**config.mk**
```make
export PLATFORM = sky130hd
export DESIGN_NAME = adaptive_group_prefix_encoder_top_flat
export DESIGN_NICKNAME = d
export VERILOG_FILES = /design/src/design/agpe_pkg.sv /design/src/design/agpe_if.sv /design/src/design/agpe_ram.sv /design/src/design/adaptive_group_prefix_encoder_top.sv /design/src/flat_wrapper.sv
export SDC_FILE = /design/constraint.sdc
export NUM_CORES = 1
export LEC_CHECK = 0
export BUFFER_PORTS_ARGS = -buffer_cell sky130_fd_sc_hd__buf_2
export CAP_MARGIN = 20
export CORE_ASPECT_RATIO = 2
export CORE_MARGIN = 8
export CORE_UTILIZATION = 42
export DETAILED_ROUTE_END_ITERATION = 16
export PLACE_DENSITY = 0.57
export SKIP_LAST_GASP = 1
export SYNTH_ARGS = -nofsm -noshare
export SYNTH_HDL_FRONTEND = slang
export SYNTH_HIERARCHICAL = 1
export SYNTH_SLANG_ARGS = --single-unit
```
**constraint.sdc**
```tcl
create_clock -name clk -period 5.31 [get_ports clk]
set_clock_uncertainty 0.2 [all_clocks]
set_input_delay 1.062 -clock clk [delete_from_list [all_inputs] [get_ports clk]]
set_output_delay 1.062 -clock clk [all_outputs]
set_load 0.05 [all_outputs]
```
**src/design/agpe_pkg.sv**
```systemverilog
// ============================================================================
// agpe_pkg: shared types, constants and functions of the group prefix encoder
// Holds the list geometry, field widths, the entry layout of the list memory
// and the functions that classify a difference and build codewords.
// ============================================================================
`default_nettype none

package agpe_pkg;

    // List geometry and field widths.
    localparam int NUM_GROUPS  = 8;
    localparam int RAW_BITS    = 16;
    localparam int WEIGHT_BITS = 16;

    localparam int POS_W   = $clog2(NUM_GROUPS);
    localparam int CNT_W   = $clog2(NUM_GROUPS + 1);
    localparam int GROUP_W = 3;
    localparam int MAG_W   = 7;
    localparam int DIFF_W  = 8;
    localparam int CODE_W  = 24;
    localparam int LEN_W   = 5;

    // One entry of the ordered list.
    typedef struct packed {
        logic [GROUP_W-1:0]     group_id;
        logic [WEIGHT_BITS-1:0] weight;
    } entry_t;

    localparam int ENTRY_W = $bits(entry_t);

    // One result item before it goes to the output register.
    typedef struct packed {
        logic [CODE_W-1:0] code_bits;
        logic [LEN_W-1:0]  code_length;
    } result_t;

    // Sign flag of a difference.
    function automatic logic diff_neg(input logic [DIFF_W-1:0] diff);
        return diff[DIFF_W-1];
    endfunction

    // Magnitude of a difference; the most negative code saturates to 127.
    function automatic logic [MAG_W-1:0] diff_mag(input logic [DIFF_W-1:0] diff);
        logic [DIFF_W-1:0] abs_v;
        abs_v = diff[DIFF_W-1] ? DIFF_W'(~diff + 1'b1) : diff;
        return abs_v[DIFF_W-1] ? {MAG_W{1'b1}} : abs_v[MAG_W-1:0];
    endfunction

    // Group number: bit length of the magnitude.
    function automatic logic [GROUP_W-1:0] group_of(input logic [MAG_W-1:0] mag);
        logic [GROUP_W-1:0] k;
        k = '0;
        for (int i = 0; i < MAG_W; i++) begin
            if (mag[i]) begin
                k = GROUP_W'(i + 1);
            end
        end
        return k;
    endfunction

    // Codeword of a group found at list position pos.
    function automatic result_t known_code(input logic [GROUP_W-1:0] k,
                                           input logic               neg,
                                           input logic [MAG_W-1:0]   mag,
                                           input logic [POS_W-1:0]   pos);
        logic [GROUP_W-1:0] klen;
        logic [MAG_W-1:0]   mask;
        logic [MAG_W-1:0]   suf;
        logic [MAG_W:0]     word;
        result_t            res;
        klen = (k == '0) ? GROUP_W'(1) : k;
        mask = MAG_W'((8'd1 << k) - 8'd1);
        if (k == '0) begin
            suf = MAG_W'(1);
        end else if (neg) begin
            suf = ~mag & mask;
        end else begin
            suf = mag;
        end
        word            = (8'd1 << klen) | {1'b0, suf};
        res.code_bits   = CODE_W'(word);
        res.code_length = LEN_W'(32'(pos) + 32'd1 + 32'(klen));
        return res;
    endfunction

    // Codeword of a group not yet in the list: leaf zeros, then sign-magnitude.
    function automatic result_t raw_code(input logic               neg,
                                         input logic [MAG_W-1:0]   mag,
                                         input logic [CNT_W-1:0]   leaf);
        logic [RAW_BITS-1:0] raw;
        result_t             res;
        raw = RAW_BITS'(mag);
        if (neg && (mag != '0)) begin
            raw[RAW_BITS-1] = 1'b1;
        end
        res.code_bits   = CODE_W'(raw);
        res.code_length = LEN_W'(32'(leaf) + 32'(RAW_BITS));
        return res;
    endfunction

endpackage

`default_nettype wire

```
**src/design/agpe_if.sv**
```systemverilog
// ============================================================================
// agpe_if: request channels of the group prefix encoder
// Sample channel carries one difference; code channel carries one codeword.
// ============================================================================
`default_nettype none

interface agpe_in_if import agpe_pkg::*; ();
    logic              valid;
    logic              ready;
    logic [DIFF_W-1:0] diff;
    logic              last_sample;

    modport source (output valid, output diff, output last_sample, input ready);
    modport sink   (input valid, input diff, input last_sample, output ready);
endinterface

interface agpe_out_if import agpe_pkg::*; ();
    logic              valid;
    logic              ready;
    logic [CODE_W-1:0] code_bits;
    logic [LEN_W-1:0]  code_length;
    logic              last;

    modport source (output valid, output code_bits, output code_length, output last,
                    input ready);
    modport sink   (input valid, input code_bits, input code_length, input last,
                    output ready);
endinterface

`default_nettype wire

```
**src/design/agpe_ram.sv**
```systemverilog
// ============================================================================
// agpe_ram: generic simple dual-port RAM
// One write port and one read port with registered read data.
// ============================================================================
`default_nettype none

module agpe_ram #(
    parameter int WIDTH = 8,
    parameter int DEPTH = 8
) (
    input  wire logic                     clk,
    input  wire logic                     we,
    input  wire logic [$clog2(DEPTH)-1:0] waddr,
    input  wire logic [WIDTH-1:0]         wdata,
    input  wire logic [$clog2(DEPTH)-1:0] raddr,
    output logic      [WIDTH-1:0]         rdata
);

    logic [WIDTH-1:0] mem [DEPTH];

    always_ff @(posedge clk)
    begin
        if (we)
        begin
            mem[waddr] <= wdata;
        end
        rdata <= mem[raddr];
    end

endmodule

`default_nettype wire

```
**src/design/adaptive_group_prefix_encoder_top.sv**
```systemverilog
// ============================================================================
// adaptive_group_prefix_encoder_top: adaptive group prefix encoder
// Codes sample differences with a weight-ordered list of groups.
// ============================================================================
// Each request on the sample channel carries one difference in tenths. The
// block sorts it into a group (bit length of the magnitude) and looks the
// group up in an ordered list kept in a small synchronous RAM, heaviest
// entry first. A group found at position p yields p zeros, a one and the
// group suffix; its weight then goes up by one (saturating) and the entry
// moves toward the head past every strictly lighter entry, one swap per
// cycle. A group not yet listed yields one zero per listed group followed by
// a 16-bit sign-magnitude raw value, and is appended with weight one while
// the list has room. Exactly one code request follows each sample request,
// in order. The list RAM has one read port with registered read data, and
// the search reads one entry per cycle. An item found at position p passes
// acceptance, p + 1 search reads, up to p swaps, a final write of the moved
// entry and the hand-off to the output register; a new group passes
// acceptance, reads of all listed entries and the hand-off, the very first
// item only acceptance and hand-off. Only one item is in flight; the sample
// channel is ready again once the result sits in the output register, which
// holds it until the sink takes it. Reset clears, of the list, only its
// length; entries beyond it are never read, so the RAM needs no clearing pass.
// ============================================================================
`default_nettype none

module adaptive_group_prefix_encoder_top
    import agpe_pkg::*;
(
    input  wire logic  clk,
    input  wire logic  rst_n,
    agpe_in_if.sink    sample,
    agpe_out_if.source code
);

    typedef enum logic [2:0] {
        S_IDLE,
        S_SEARCH,
        S_BUBBLE,
        S_HEAD,
        S_OUT
    } state_t;

    // Control registers.
    state_t             state_reg,       state_next;
    logic [CNT_W-1:0]   leaf_count_reg,  leaf_count_next;
    logic               out_valid_reg,   out_valid_next;

    // Payload registers of the item in flight.
    logic [GROUP_W-1:0]     k_reg,       k_next;
    logic                   neg_reg,     neg_next;
    logic [MAG_W-1:0]       mag_reg,     mag_next;
    logic                   last_reg,    last_next;
    logic [POS_W-1:0]       pos_reg,     pos_next;
    logic [WEIGHT_BITS-1:0] weight_reg,  weight_next;
    result_t                res_reg,     res_next;

    // Output register.
    result_t                out_res_reg,  out_res_next;
    logic                   out_last_reg, out_last_next;

    // List RAM ports.
    logic             ram_we;
    logic [POS_W-1:0] ram_waddr;
    entry_t           ram_wdata;
    logic [POS_W-1:0] ram_raddr;
    entry_t           ram_rdata;

    // Classification of the incoming sample.
    logic               in_neg;
    logic [MAG_W-1:0]   in_mag;
    logic [GROUP_W-1:0] in_k;
    logic               hit;
    logic [WEIGHT_BITS-1:0] hit_weight;
    logic               out_free;

    agpe_ram #(
        .WIDTH (ENTRY_W),
        .DEPTH (NUM_GROUPS)
    ) u_list_ram (
        .clk   (clk),
        .we    (ram_we),
        .waddr (ram_waddr),
        .wdata (ram_wdata),
        .raddr (ram_raddr),
        .rdata (ram_rdata)
    );

    assign in_neg = diff_neg(sample.diff);
    assign in_mag = diff_mag(sample.diff);
    assign in_k   = group_of(in_mag);

    // The entry read last cycle matches the group in flight.
    assign hit        = (ram_rdata.group_id == k_reg);
    assign hit_weight = (ram_rdata.weight == {WEIGHT_BITS{1'b1}}) ?
                        ram_rdata.weight : ram_rdata.weight + 1'b1;

    assign out_free = !out_valid_reg || code.ready;

    assign sample.ready     = (state_reg == S_IDLE);
    assign code.valid       = out_valid_reg;
    assign code.code_bits   = out_res_reg.code_bits;
    assign code.code_length = out_res_reg.code_length;
    assign code.last        = out_last_reg;

    always_comb
    begin
        state_next      = state_reg;
        leaf_count_next = leaf_count_reg;
        out_valid_next  = out_valid_reg;
        k_next          = k_reg;
        neg_next        = neg_reg;
        mag_next        = mag_reg;
        last_next       = last_reg;
        pos_next        = pos_reg;
        weight_next     = weight_reg;
        res_next        = res_reg;
        out_res_next    = out_res_reg;
        out_last_next   = out_last_reg;
        ram_we          = 1'b0;
        ram_waddr       = pos_reg;
        ram_wdata       = '{group_id: k_reg, weight: weight_reg};
        ram_raddr       = pos_reg;

        if (out_valid_reg && code.ready)
        begin
            out_valid_next = 1'b0;
        end

        unique case (state_reg)
            S_IDLE:
            begin
                if (sample.valid)
                begin
                    k_next    = in_k;
                    neg_next  = in_neg;
                    mag_next  = in_mag;
                    last_next = sample.last_sample;
                    if (leaf_count_reg == '0)
                    begin
                        // Empty list: the group is new and goes to the head.
                        res_next        = raw_code(in_neg, in_mag, leaf_count_reg);
                        ram_we          = 1'b1;
                        ram_waddr       = '0;
                        ram_wdata       = '{group_id: in_k, weight: WEIGHT_BITS'(1)};
                        leaf_count_next = leaf_count_reg + 1'b1;
                        state_next      = S_OUT;
                    end
                    else
                    begin
                        ram_raddr  = '0;
                        pos_next   = '0;
                        state_next = S_SEARCH;
                    end
                end
            end

            S_SEARCH:
            begin
                if (hit)
                begin
                    res_next = known_code(k_reg, neg_reg, mag_reg, pos_reg);
                    if (pos_reg == '0)
                    begin
                        ram_we     = 1'b1;
                        ram_waddr  = '0;
                        ram_wdata  = '{group_id: k_reg, weight: hit_weight};
                        state_next = S_OUT;
                    end
                    else
                    begin
                        weight_next = hit_weight;
                        ram_raddr   = pos_reg - 1'b1;
                        state_next  = S_BUBBLE;
                    end
                end
                else if ((CNT_W'(pos_reg) + 1'b1) == leaf_count_reg)
                begin
                    // Searched every listed entry: the group is new.
                    res_next = raw_code(neg_reg, mag_reg, leaf_count_reg);
                    if (leaf_count_reg < CNT_W'(NUM_GROUPS))
                    begin
                        ram_we          = 1'b1;
                        ram_waddr       = POS_W'(leaf_count_reg);
                        ram_wdata       = '{group_id: k_reg, weight: WEIGHT_BITS'(1)};
                        leaf_count_next = leaf_count_reg + 1'b1;
                    end
                    state_next = S_OUT;
                end
                else
                begin
                    ram_raddr = pos_reg + 1'b1;
                    pos_next  = pos_reg + 1'b1;
                end
            end

            S_BUBBLE:
            begin
                // Read data holds the entry just above the moving one.
                if (ram_rdata.weight < weight_reg)
                begin
                    ram_we    = 1'b1;
                    ram_waddr = pos_reg;
                    ram_wdata = ram_rdata;
                    pos_next  = pos_reg - 1'b1;
                    if (pos_reg == POS_W'(1))
                    begin
                        state_next = S_HEAD;
                    end
                    else
                    begin
                        ram_raddr = pos_reg - POS_W'(2);
                    end
                end
                else
                begin
                    ram_we     = 1'b1;
                    ram_waddr  = pos_reg;
                    state_next = S_OUT;
                end
            end

            S_HEAD:
            begin
                ram_we     = 1'b1;
                ram_waddr  = pos_reg;
                state_next = S_OUT;
            end

            S_OUT:
            begin
                if (out_free)
                begin
                    out_valid_next = 1'b1;
                    out_res_next   = res_reg;
                    out_last_next  = last_reg;
                    state_next     = S_IDLE;
                end
            end

            default:
            begin
                state_next = S_IDLE;
            end
        endcase
    end

    always_ff @(posedge clk or negedge rst_n)
    begin
        if (!rst_n)
        begin
            state_reg      <= S_IDLE;
            leaf_count_reg <= '0;
            out_valid_reg  <= 1'b0;
        end
        else
        begin
            state_reg      <= state_next;
            leaf_count_reg <= leaf_count_next;
            out_valid_reg  <= out_valid_next;
        end
    end

    always_ff @(posedge clk)
    begin
        k_reg        <= k_next;
        neg_reg      <= neg_next;
        mag_reg      <= mag_next;
        last_reg     <= last_next;
        pos_reg      <= pos_next;
        weight_reg   <= weight_next;
        res_reg      <= res_next;
        out_res_reg  <= out_res_next;
        out_last_reg <= out_last_next;
    end

endmodule

`default_nettype wire
```
**src/flat_wrapper.sv**
```systemverilog
// flat-port wrapper written by rule: the top's interface ports become plain ports
module adaptive_group_prefix_encoder_top_flat import agpe_pkg::*;
  (clk, rst_n, sample_valid, sample_diff, sample_last_sample, sample_ready, code_valid, code_code_bits, code_code_length, code_last, code_ready);
  agpe_in_if sample_i ();
  agpe_out_if code_i ();
  input  wire logic clk;
  input  wire logic rst_n;
  input wire logic [$bits(sample_i.valid)-1:0] sample_valid;
  input wire logic [$bits(sample_i.diff)-1:0] sample_diff;
  input wire logic [$bits(sample_i.last_sample)-1:0] sample_last_sample;
  output wire logic [$bits(sample_i.ready)-1:0] sample_ready;
  output wire logic [$bits(code_i.valid)-1:0] code_valid;
  output wire logic [$bits(code_i.code_bits)-1:0] code_code_bits;
  output wire logic [$bits(code_i.code_length)-1:0] code_code_length;
  output wire logic [$bits(code_i.last)-1:0] code_last;
  input wire logic [$bits(code_i.ready)-1:0] code_ready;
  assign sample_i.valid = sample_valid;
  assign sample_i.diff = sample_diff;
  assign sample_i.last_sample = sample_last_sample;
  assign sample_ready = sample_i.ready;
  assign code_valid = code_i.valid;
  assign code_code_bits = code_i.code_bits;
  assign code_code_length = code_i.code_length;
  assign code_last = code_i.last;
  assign code_i.ready = code_ready;
  adaptive_group_prefix_encoder_top u_core (.clk(clk), .rst_n(rst_n), .sample(sample_i), .code(code_i));
endmodule
```
==> results.toml <==
[sta]
hold_violations = 0
finalMaxSlewViolations = 0
rsz0062_at_grt = "false"
max_freq_mhz = 235
period_share_pct = 80.1
setup_viol = 0
maxSlewHeadroom_pct = 46.7
worst_slack_ns = 1.06
fin_setup_tns_ns = 0
period_needed_ns = 4.25
worst_pin_slew_ns = 0.780

[cells_and_area]
largest_reg_flops = 152
fin_nets = 860
antenna_cells = 0
syn_to_final_growth_pct = 10.2
drive_gt1_share_pct = 20.1
mostFrequentLayoutCells = "edfxtp_1 (212), nand2_1 (50), inv_1 (39), nor2_1 (37)"
final_common_cell = "edfxtp_1"

[synthesis]
synthFlopType = "edfxtp_1"
netlist_area_um2 = 11300
yosysUniqueCellTypes = 82
async_flop_share_pct = 3.35
yosys_warnings = 6
synth_area_per_cell_um2 = 14.4
synth_cells = 785
synth_edf_count = 212
ys_seq_area_share_pct = 61.3
ys_seq_elements = 239

[grt]
grt_pass1_vias = 6629
grt_pass1_wl_um = 38300
antenna_found_initial = 0
grt_max_degree = 39
grtUsageTotal_pct = 15.0
grt_overflow = 0

[setup_path]
ff2ff_setup_slack_ns = 1.06
path_buf_inv = 1
timing.rr.start = "u_core/pos_reg[2]$_DFFE_PP_"
r2r_cells = 10
cp_slowest_cell = "mux4_1"
critPathKind = "reg2reg"
path_cells = "ha_1, xor2_1, o22ai_1, nand3_1, nor2_1, a2111oi_0, o22ai_4, buf_4, mux4_1, mux2_4"
path_max_fanout = 38
crit_path_end_kind = "flip-flop"
crit_family = "multiplexers"
worst_ep_required_time_ns = 5.52
max_stage_delay_ns = 0.64
r2r-end = "u_core/u_list_ram/rdata[18]$_DFF_P_"
arrival_ns = 4.46
start_kind = "flip-flop"

[routing]
vias_per_cell = 5.59
vias = 6606
drtAntennaViolNets = 0
drt_iter0_markers = 533
drc_errors = 0
drt-total-wl_um = 24600
detail_route.wl_per_cell_um = 20.8
first_pass_iters = 5

[floorplanning]
rows = 85
die_w_um = 132
io_pins = 45
die_area_um2 = 32800
die_y_um = 248
start_util_pct = 42.5
core-area_um2 = 26700

[placement]
place_congestion = 0.919
dp_hpwl_um = 16300
port_buffers = 29
pre_cts_ws_ns = 1.06

[clocking]
postCtsSetupBuffers = 0
path_clk_slew_ns = 0.07
cts_tree = "yes"
cts_resized = 0
numCtsBuffers = 23
cts_root_buf = "clkbuf_16"
cts_htree_levels = 1
clockBufferDepth = 3
cts_sinks = 239
clock_latency_ns = 0.53
cts_hold_buf = 0

[power_and_ir_drop]
power_mw = 8.11
p_leak_nw = 4.51
ir_worst_vdd_uv = 379
power.density_nw_per_um2 = 649

[worst_hold_path]
hold_path.class = "in2async"

[outcome]
status = "completed"

[flow_run]
max_cap_viol_count = 0
-- through the flow --
step           area [um2]  instances  hold WS, ns  util (%)
6_report            12500       1182        0.165      46.8
5_1_grt             12500       1182        0.157      46.8
4_1_cts             12500       1182        0.144      46.8
3_5_place_dp        11800       1141        0.206      44.2
3_3_place_gp        11800       1141        0.202      44.2
2_1_floorplan       11400        799        0.200         -
-- synth_stat cells, types with 7 or more instances --
library cell	instances	area share (%)
a221o_1	13	1.1
nor2_1	43	1.4
buf_2	12	0.53
and3_1	7	0.39
dfxtp_1	19	3.4
mux2_4	18	2.4
mux4_1	9	2.1
o21ai_0	24	1.1
edfxtp_1	212	56
a21oi_1	28	1.2
o22ai_1	8	0.44
clkbuf_1	14	0.46
buf_4	17	1.1
xor2_1	13	1.0
nand4_1	11	0.61
mux4_2	29	5.8
nand2b_1	10	0.55
a31oi_1	7	0.39
and2b_2	7	0.54
inv_1	39	1.3
nand3_1	18	0.79
dfrtp_1	8	1.8
xnor2_1	15	1.2
ha_1	28	3.1
nand2_1	50	1.7
nor3_1	12	0.53
-- metal layers --
layer	vias to the layer above	GRT usage, %	routed length (um)
met5	-	0	0
met4	0	5.64	591
met3	40	2.30	1050
met2	155	25.2	12100
met1	3313	19.1	10800
li1	3098	-	-
-- worst max-delay path by stage --
stage                                     start                                    end  depth (start not counted)
floorplan           u_core/pos_reg[1]$_DFFE_PP_  u_core/u_list_ram/mem[0][0]$_DFFE_PP_                          9
global placement    u_core/pos_reg[1]$_DFFE_PP_     u_core/u_list_ram/rdata[7]$_DFF_P_                         10
detailed placement  u_core/pos_reg[1]$_DFFE_PP_     u_core/u_list_ram/rdata[1]$_DFF_P_                         10
CTS                 u_core/pos_reg[1]$_DFFE_PP_     u_core/u_list_ram/rdata[1]$_DFF_P_                         10
global route        u_core/pos_reg[2]$_DFFE_PP_     u_core/u_list_ram/rdata[1]$_DFF_P_                         10
finish              u_core/pos_reg[2]$_DFFE_PP_    u_core/u_list_ram/rdata[18]$_DFF_P_                         10
-- cell type report --
cell class	count	area [um2]
Multi-Input combinational cell	468	3980
Sequential cell	239	6950
Clock inverter	14	119
Tap cell	348	435
Timing Repair Buffer	46	273
Inverter	40	150
Clock buffer	27	591
Fill cell	2384	14200
-- where the power goes --
part | leakage, nW | switching, mW | internal (mW)
combinational | 1.98 | 1.94 | 1.51
sequential | 2.20 | 0.326 | 2.77
clock | 0.339 | 0.703 | 0.856
-- logic make-up after synthesis --
family | synth area share [%]
fa+ha+maj | 3.27
mux | 10.9
simple gates | 8.73
buf+inv | 4.51
xor+xnor | 2.16
flops | 61.3
compound gates | 9.17
other cells | 0.0331
(Power assumes the default switching activity.)
